--- config.mk ---
export PLATFORM = sky130hd
export DESIGN_NAME = packet_protocol_flag_counter
export DESIGN_NICKNAME = d
export VERILOG_FILES = /design/src/hdl/ppfc_pkg.sv /design/src/hdl/ppfc_front.sv /design/src/hdl/ppfc_queue.sv /design/src/hdl/ppfc_back.sv /design/src/hdl/packet_protocol_flag_counter.sv
export SDC_FILE = /design/constraint.sdc
export NUM_CORES = 1
export LEC_CHECK = 0
export ABC_AREA = 1
export BUFFER_PORTS_ARGS = -buffer_cell sky130_fd_sc_hd__buf_2
export CAP_MARGIN = 20
export CORE_UTILIZATION = 30
export CTS_BUF_LIST = sky130_fd_sc_hd__clkbuf_8
export CTS_CLUSTER_SIZE = 28
export DETAILED_ROUTE_END_ITERATION = 10
export PLACE_DENSITY = 0.58
export SKIP_LAST_GASP = 1
export SLEW_MARGIN = 30
export SYNTH_ARGS = -nofsm -noshare
export SYNTH_HDL_FRONTEND = slang
export SYNTH_SLANG_ARGS = --single-unit
--- constraint.sdc ---
create_clock -name clk -period 2.63 [get_ports clk]
set_input_delay 0.1315 -clock clk [delete_from_list [all_inputs] [get_ports clk]]
set_output_delay 0.1315 -clock clk [all_outputs]
set_load 0.1 [all_outputs]
--- src/hdl/ppfc_pkg.sv ---
package ppfc_pkg;

	// input function codes
	localparam logic FUNC_BYTE = 1'b0;
	localparam logic FUNC_READ = 1'b1;

	// result kinds
	localparam logic KIND_CLASS = 1'b0;
	localparam logic KIND_READ  = 1'b1;

	// frame field values
	localparam logic [15:0] ETYPE_IPV4 = 16'h0800;
	localparam logic [15:0] ETYPE_ARP  = 16'h0806;
	localparam logic [7:0]  PROTO_TCP  = 8'd6;
	localparam logic [7:0]  PROTO_UDP  = 8'd17;

	// byte positions (index of the byte, from 0)
	localparam logic [6:0] POS_MAX       = 7'd127;
	localparam logic [6:0] POS_ETYPE_HI  = 7'd12;
	localparam logic [6:0] POS_ETYPE_LO  = 7'd13;
	localparam logic [6:0] POS_IHL       = 7'd14;
	localparam logic [6:0] POS_PROTO     = 7'd23;
	localparam logic [6:0] POS_FLAG_MIN  = 7'd15;
	localparam logic [7:0] POS_FLAG_BASE = 8'd27;
	// last position of the shortest frame that counts at each level
	localparam logic [6:0] POS_ETH_MIN   = 7'd13;
	localparam logic [6:0] POS_IP_MIN    = 7'd33;
	localparam logic [7:0] POS_TCP_BASE  = 8'd33;

	// TCP flag bits
	localparam int unsigned FLAG_FIN = 0;
	localparam int unsigned FLAG_SYN = 1;
	localparam int unsigned FLAG_RST = 2;
	localparam int unsigned FLAG_ACK = 4;

	// counter indexes
	localparam int unsigned IDX_SYN = 0;
	localparam int unsigned IDX_ACK = 1;
	localparam int unsigned IDX_FIN = 2;
	localparam int unsigned IDX_RST = 3;
	localparam int unsigned IDX_UDP = 4;
	localparam int unsigned IDX_TCP = 5;
	localparam int unsigned IDX_IP  = 6;
	localparam int unsigned IDX_ARP = 7;
	localparam int unsigned NUM_COUNTERS = 8;

	// queue between front and back
	localparam int unsigned QDEPTH    = 2;
	localparam int unsigned QPTR_BITS = 1;
	localparam int unsigned QCNT_BITS = 2;

	typedef struct packed {
		logic       is_read;
		logic [7:0] mask;
		logic [2:0] idx;
	} entry_t;

endpackage

--- src/hdl/ppfc_front.sv ---
module ppfc_front (
	input  logic             clk,
	input  logic             arst_n,
	input  logic             in_valid,
	output logic             in_stall,
	input  logic             func,
	input  logic [7:0]       pkt_byte,
	input  logic             last_byte,
	input  logic [2:0]       counter_index,
	input  logic             q_full,
	output logic             push,
	output ppfc_pkg::entry_t push_entry
);

	logic [6:0]  pos_q;
	logic [15:0] etype_q;
	logic [3:0]  hw_q;
	logic [7:0]  proto_q;
	logic [7:0]  flags_q;

	logic [15:0] etype_nx;
	logic [3:0]  hw_nx;
	logic [7:0]  proto_nx;
	logic [7:0]  flags_nx;
	logic [7:0]  flag_pos;
	logic [7:0]  tcp_min;
	logic [7:0]  class_mask;
	logic        acc;
	logic        acc_byte;

	assign in_stall = q_full;
	assign acc      = in_valid && !q_full;
	assign acc_byte = acc && (func == ppfc_pkg::FUNC_BYTE);
	assign flag_pos = ppfc_pkg::POS_FLAG_BASE + {2'b00, hw_q, 2'b00};

	// capture header fields, including the byte now on the port
	always_comb begin
		etype_nx = etype_q;
		hw_nx    = hw_q;
		proto_nx = proto_q;
		flags_nx = flags_q;
		if (pos_q == ppfc_pkg::POS_ETYPE_HI) begin
			etype_nx = {pkt_byte, etype_q[7:0]};
		end else if (pos_q == ppfc_pkg::POS_ETYPE_LO) begin
			etype_nx = {etype_q[15:8], pkt_byte};
		end
		if (pos_q == ppfc_pkg::POS_IHL) begin
			hw_nx = pkt_byte[3:0];
		end
		if (pos_q == ppfc_pkg::POS_PROTO) begin
			proto_nx = pkt_byte;
		end
		if (pos_q >= ppfc_pkg::POS_FLAG_MIN && {1'b0, pos_q} == flag_pos) begin
			flags_nx = pkt_byte;
		end
	end

	assign tcp_min = ppfc_pkg::POS_TCP_BASE + {2'b00, hw_nx, 2'b00};

	// classify the frame as of its last byte
	always_comb begin
		class_mask = '0;
		if (pos_q >= ppfc_pkg::POS_ETH_MIN) begin
			if (etype_nx == ppfc_pkg::ETYPE_ARP) begin
				class_mask[ppfc_pkg::IDX_ARP] = 1'b1;
			end else if (etype_nx == ppfc_pkg::ETYPE_IPV4 && pos_q >= ppfc_pkg::POS_IP_MIN) begin
				class_mask[ppfc_pkg::IDX_IP] = 1'b1;
				if (proto_nx == ppfc_pkg::PROTO_TCP) begin
					class_mask[ppfc_pkg::IDX_TCP] = 1'b1;
					if ({1'b0, pos_q} >= tcp_min) begin
						class_mask[ppfc_pkg::IDX_SYN] = flags_nx[ppfc_pkg::FLAG_SYN];
						class_mask[ppfc_pkg::IDX_ACK] = flags_nx[ppfc_pkg::FLAG_ACK];
						class_mask[ppfc_pkg::IDX_FIN] = flags_nx[ppfc_pkg::FLAG_FIN];
						class_mask[ppfc_pkg::IDX_RST] = flags_nx[ppfc_pkg::FLAG_RST];
					end
				end else if (proto_nx == ppfc_pkg::PROTO_UDP) begin
					class_mask[ppfc_pkg::IDX_UDP] = 1'b1;
				end
			end
		end
	end

	assign push = acc && ((func == ppfc_pkg::FUNC_READ) || last_byte);

	always_comb begin
		push_entry.is_read = (func == ppfc_pkg::FUNC_READ);
		push_entry.idx     = counter_index;
		push_entry.mask    = (func == ppfc_pkg::FUNC_READ) ? 8'h00 : class_mask;
	end

	always_ff @(posedge clk or negedge arst_n) begin
		if (!arst_n) begin
			pos_q   <= '0;
			etype_q <= '0;
			hw_q    <= '0;
			proto_q <= '0;
			flags_q <= '0;
		end else if (acc_byte) begin
			etype_q <= etype_nx;
			hw_q    <= hw_nx;
			proto_q <= proto_nx;
			flags_q <= flags_nx;
			if (last_byte) begin
				pos_q <= '0;
			end else if (pos_q < ppfc_pkg::POS_MAX) begin
				pos_q <= pos_q + 7'd1;
			end
		end
	end

endmodule

--- src/hdl/ppfc_queue.sv ---
module ppfc_queue (
	input  logic             clk,
	input  logic             arst_n,
	input  logic             push,
	input  ppfc_pkg::entry_t push_entry,
	output logic             full,
	output logic             head_valid,
	input  logic             pop,
	output ppfc_pkg::entry_t head_entry
);

	ppfc_pkg::entry_t                   entries_q [ppfc_pkg::QDEPTH];
	logic [ppfc_pkg::QPTR_BITS-1:0]     wr_ptr_q;
	logic [ppfc_pkg::QPTR_BITS-1:0]     rd_ptr_q;
	logic [ppfc_pkg::QCNT_BITS-1:0]     count_q;

	assign full       = (count_q == ppfc_pkg::QCNT_BITS'(ppfc_pkg::QDEPTH));
	assign head_valid = (count_q != '0);
	assign head_entry = entries_q[rd_ptr_q];

	always_ff @(posedge clk) begin
		if (push) begin
			entries_q[wr_ptr_q] <= push_entry;
		end
	end

	always_ff @(posedge clk or negedge arst_n) begin
		if (!arst_n) begin
			wr_ptr_q <= '0;
			rd_ptr_q <= '0;
			count_q  <= '0;
		end else begin
			if (push) begin
				wr_ptr_q <= wr_ptr_q + 1'b1;
			end
			if (pop) begin
				rd_ptr_q <= rd_ptr_q + 1'b1;
			end
			if (push && !pop) begin
				count_q <= count_q + 1'b1;
			end else if (pop && !push) begin
				count_q <= count_q - 1'b1;
			end
		end
	end

endmodule

--- src/hdl/ppfc_back.sv ---
module ppfc_back #(
	parameter int unsigned COUNTER_BITS = 64
) (
	input  logic                    clk,
	input  logic                    arst_n,
	input  logic                    head_valid,
	input  ppfc_pkg::entry_t        head_entry,
	output logic                    pop,
	output logic                    out_valid,
	input  logic                    out_stall,
	output logic                    result_kind,
	output logic [7:0]              counted_mask,
	output logic [COUNTER_BITS-1:0] counter_value
);

	logic [COUNTER_BITS-1:0] cnt_q [ppfc_pkg::NUM_COUNTERS];
	logic                    out_valid_q;
	logic                    kind_q;
	logic [7:0]              mask_q;
	logic [COUNTER_BITS-1:0] value_q;

	// advance when the output register is free or drains this cycle
	assign pop = head_valid && (!out_valid_q || !out_stall);

	assign out_valid     = out_valid_q;
	assign result_kind   = kind_q;
	assign counted_mask  = mask_q;
	assign counter_value = value_q;

	always_ff @(posedge clk or negedge arst_n) begin
		if (!arst_n) begin
			for (int i = 0; i < ppfc_pkg::NUM_COUNTERS; i++) begin
				cnt_q[i] <= '0;
			end
		end else if (pop && !head_entry.is_read) begin
			for (int i = 0; i < ppfc_pkg::NUM_COUNTERS; i++) begin
				if (head_entry.mask[i]) begin
					cnt_q[i] <= cnt_q[i] + COUNTER_BITS'(1);
				end
			end
		end
	end

	always_ff @(posedge clk or negedge arst_n) begin
		if (!arst_n) begin
			out_valid_q <= 1'b0;
		end else if (pop) begin
			out_valid_q <= 1'b1;
		end else if (!out_stall) begin
			out_valid_q <= 1'b0;
		end
	end

	always_ff @(posedge clk) begin
		if (pop) begin
			if (head_entry.is_read) begin
				kind_q  <= ppfc_pkg::KIND_READ;
				mask_q  <= 8'h00;
				value_q <= cnt_q[head_entry.idx];
			end else begin
				kind_q  <= ppfc_pkg::KIND_CLASS;
				mask_q  <= head_entry.mask;
				value_q <= '0;
			end
		end
	end

endmodule

--- src/hdl/packet_protocol_flag_counter.sv ---
// Ethernet / IPv4 / TCP protocol and flag statistics counter.
//
// Input channel (in_valid / in_stall): one item per accepted cycle. With
// func = 0 the item is one frame byte in wire order, last_byte marking the
// end of the frame; with func = 1 the item reads counter counter_index.
// Output channel (out_valid / out_stall): one result per frame (on its last
// byte) and one per read; non-last bytes give no result.
// The front stage captures header bytes as they pass and classifies the frame
// on its last byte; a two-entry queue carries classifications and reads to
// the back stage, which bumps the eight counters and fills the output
// register. Throughput is one item per cycle while in_stall stays low.
// A result passes the queue register and then the output register before
// out_valid rises. When out_stall is held the output register holds its
// result, the queue fills, and in_stall rises once both queue entries are
// taken. Reset clears all counters, the frame state and the queue; no item
// is lost or repeated across stalls on either side.
module packet_protocol_flag_counter #(
	parameter int unsigned COUNTER_BITS = 64
) (
	input  logic                    clk,
	input  logic                    arst_n,
	input  logic                    in_valid,
	output logic                    in_stall,
	input  logic                    func,
	input  logic [7:0]              pkt_byte,
	input  logic                    last_byte,
	input  logic [2:0]              counter_index,
	output logic                    out_valid,
	input  logic                    out_stall,
	output logic                    result_kind,
	output logic [7:0]              counted_mask,
	output logic [COUNTER_BITS-1:0] counter_value
);

	logic             q_full;
	logic             push;
	ppfc_pkg::entry_t push_entry;
	logic             head_valid;
	logic             pop;
	ppfc_pkg::entry_t head_entry;

	// capture header fields and classify each frame
	ppfc_front u_front (
		.clk           (clk),
		.arst_n        (arst_n),
		.in_valid      (in_valid),
		.in_stall      (in_stall),
		.func          (func),
		.pkt_byte      (pkt_byte),
		.last_byte     (last_byte),
		.counter_index (counter_index),
		.q_full        (q_full),
		.push          (push),
		.push_entry    (push_entry)
	);

	// decouple front from back so each side stalls on its own
	ppfc_queue u_queue (
		.clk        (clk),
		.arst_n     (arst_n),
		.push       (push),
		.push_entry (push_entry),
		.full       (q_full),
		.head_valid (head_valid),
		.pop        (pop),
		.head_entry (head_entry)
	);

	// update counters in order, so a read sees every earlier frame
	ppfc_back #(
		.COUNTER_BITS (COUNTER_BITS)
	) u_back (
		.clk           (clk),
		.arst_n        (arst_n),
		.head_valid    (head_valid),
		.head_entry    (head_entry),
		.pop           (pop),
		.out_valid     (out_valid),
		.out_stall     (out_stall),
		.result_kind   (result_kind),
		.counted_mask  (counted_mask),
		.counter_value (counter_value)
	);

endmodule

==> flow_metrics.tcl <==
set metrics [dict create \
    netlist_top_cells_area "dfrtp_1 (34%), nand2_1 (12%), xor2_1 (7.6%), edfxtp_1 (7.1%), nor2_1 (6.5%)" \
    maxSlewViolCount 0 \
    yosys_warnings 0 \
    drtPass1Iterations 6 \
    met1_length_um 77700 \
    gp_congestion 1.03 \
    grt_pass1_wl_um 262000 \
    final_cells 7893 \
    routed_wl_um 181000 \
    cts_max_level 4 \
    first_iter_violations 4885 \
    top_layer "met5" \
    area_delta_synth_final_pct 18.0 \
    die_x_um 371 \
    ys_types 43 \
    pre_cts_ws_ns -0.249 \
    worstPathCellList "or2_2 > nand2_4 > clkinv_8 > buf_12 > buf_4 > o21ai_1 > nand2_1 > o211a_1" \
    num_io_pins 92 \
    cts.sinks 653 \
    vdd_drop_max_mv 1.30 \
    grt_max_degree 95 \
    met3_length_um 15800 \
    viasPerCell 5.20 \
    fmax_ghz 0.382 \
    synth_top_area_share_pct 34.1 \
    slew_headroom_pct 42.7 \
    hold_violations 0 \
    timing.hold.ws_ns 0.206 \
    worstPathArrival_ns 3.25 \
    outcome "finished clean" \
    period_share_pct 99.6 \
    critical_path.max_stage_delay_ns 0.46 \
    antenna_found_initial 16 \
    critical_path_buf_inv_count 3 \
    hold_path_class "in -> reg" \
    rows 134 \
    syn_nets 5697 \
    cp_max_fo 25 \
    cts_tree "built" \
    root_buffer "clkbuf_8" \
    maxCapViolations 0 \
    syn_avg_cell_area_um2 7.21 \
    hpwl_um 144000 \
    rsz0062_at_grt "yes" \
    wl_per_cell_um 22.9 \
    p_per_area_mw_per_mm2 957 \
    dieHeight_um 371 \
    grtUsageTotal_pct 26.0 \
    critPathTopFamily "compound AO/OA/AOI/OAI gates" \
    cts_buffers 133 \
    finalSetupViolations 0 \
    setup_tns_ns 0 \
    yosysTopAreaCell "dfrtp_1" \
    slowest_stage "o21ai_1" \
    seq_area_frac_synth_pct 41.2 \
    clock_latency_ns 0.89 \
    die_area_mm2 0.138 \
    io_buffer_count 91 \
    layout.filler_cells 14300 \
    start_kind "flop" \
    final.setup.worst_slack_ns 0.0104 \
    vias 41000 \
    core_mm2 0.134 \
    layout_commonest_cell "nand2_1" \
    layout.nets 6053 \
    end_kind "flop" \
    route.met2.wl_um 79600 \
    yosys_register_bits 653 \
    min_period_ns 2.62 \
    cts.clk_slew.worst_paths_ns 0.06 \
    dp_cells 7617 \
    crit_type "reg -> reg" \
    utilization_pct 35.9 \
    drive_above_1_share_pct 10.4 \
    start_util_pct 30.4 \
    cts_buffer_depth 3 \
    final_cell_mix "nand2_1 (1,320), inv_1 (728), nor2_1 (704)" \
    ant_nets 0 \
    skew_ns 0.0551 \
    synth_cells 5660 \
    grt_pass1_vias 39200 \
    grt.overflow.total 0 \
    leakage_uw 0.0219 \
    worst_slew_pin_slew_ns 0.859 \
    worstPathRequired_ns 3.26 \
    synth_area_mm2 0.0408 \
    route.detailed.drc 0 \
]
[worst paths after layout]
path | cells after the start | slack [ns] | startpoint | end
max | 8 | 0.01 | u_queue.rd_ptr_q$_DFFE_PN0P_ | u_back.counter_value[46]$_SDFFCE_PN0P_
min | 4 | 0.21 | pkt_byte[1] | u_front.hw_q[1]$_DFFE_PN0P_
max reg2reg | 8 | 0.01 | u_queue.rd_ptr_q$_DFFE_PN0P_ | u_back.counter_value[46]$_SDFFCE_PN0P_
min reg2reg | 1 | 0.47 | u_back.cnt_q[416]$_DFFE_PN0P_ | u_back.cnt_q[416]$_DFFE_PN0P_
max in group asynchronous | 5 | 1.47 | arst_n | u_back.cnt_q[410]$_DFFE_PN0P_
min in group asynchronous | 4 | 0.46 | arst_n | u_back.cnt_q[300]$_DFFE_PN0P_
[Yosys cell counts, drive strengths merged]
cell type	n
nand2	1337
nor2	749
inv	690
dfrtp	556
o21ai	488
xor2	356
nand3	329
nor3	298
a21oi	244
nand4	183
edfxtp	97
clkbuf	92
xnor2	60
buf	51
o211a	29
nor4	22
ha	20
and2	14
nor3b	14
and3	6
nand3b	6
or2	6
o22ai	5
a31oi	3
a21o	2
o21bai	2
o211ai	1
[layout make-up]
cell class	count	area [um2]	area share [%]
repair inverters	1	8.76	0.0182
well taps	1768	2210	4.59
diodes	4	10.0	0.0208
inverters	690	2610	5.42
repair buffers	363	2890	6.00
multi-input cells	4174	20900	43.5
flip-flops and latches	653	16800	35.0
clock buffers	154	2120	4.40
clock inverters	86	541	1.12
[cell families after synthesis]
kind of cell    count (synthesis)  synth area share, %
compound gates                774                 9.91
xor+xnor                      416                 8.93
fa+ha+maj                      20                0.613
buf+inv                       833                 7.80
flops                         653                 41.2
simple gates                 2964                 31.5
[power by group]
group	total [uW]	internal, uW	switching [uW]
Sequential	14800	12400	2480
Combinational	20300	5070	15200
Clock	10900	5780	5170
Total	46100	23200	22900
[metrics by stage]
stage	power, uW	cell area [um2]
after floorplan	25700	40800
after global placement	34400	45000
after detailed placement	34400	45000
after CTS	45600	48000
after global routing	47800	48200
final	46100	48200
[routing by layer]
| metal | vias to the layer above | GRT usage (%) |
|---|---|---|
| met4 | 6 | 10.4 |
| li1 | 19200 | - |
| met5 | - | 0 |
| met3 | 344 | 4.89 |
| met1 | 19700 | 35.5 |
| met2 | 1836 | 40.2 |
[worst min-delay path, cell delays in order]
cell and delay [ns]:
dlygate4sd3_1 0.52, buf_2 0.14, o21ai_1 0.10, o21ai_0 0.14
[repair_timing]
item                                   in CTS  in global routing
resized for setup                          17                 52
setup buffers                               3                  4
setup endpoints to repair                  18                 56
gates cloned                                0                  1
hold buffers                               24                  0
pin swaps                                   1                  6
endpoints found under the hold margin     653                  0
[state kept, by name, summed over array words and instances (netlist names), 2 cells and up]
signal	count
u_back.cnt_q	512
u_back.counted_mask	8
u_back.counter_value	64
u_front.etype_q	16
u_front.flags_q	4
u_front.hw_q	4
u_front.pos_q	7
u_front.proto_q	8
u_queue.count_q	2
u_queue.entries_q	24
Power figures use the tool's default switching activity.
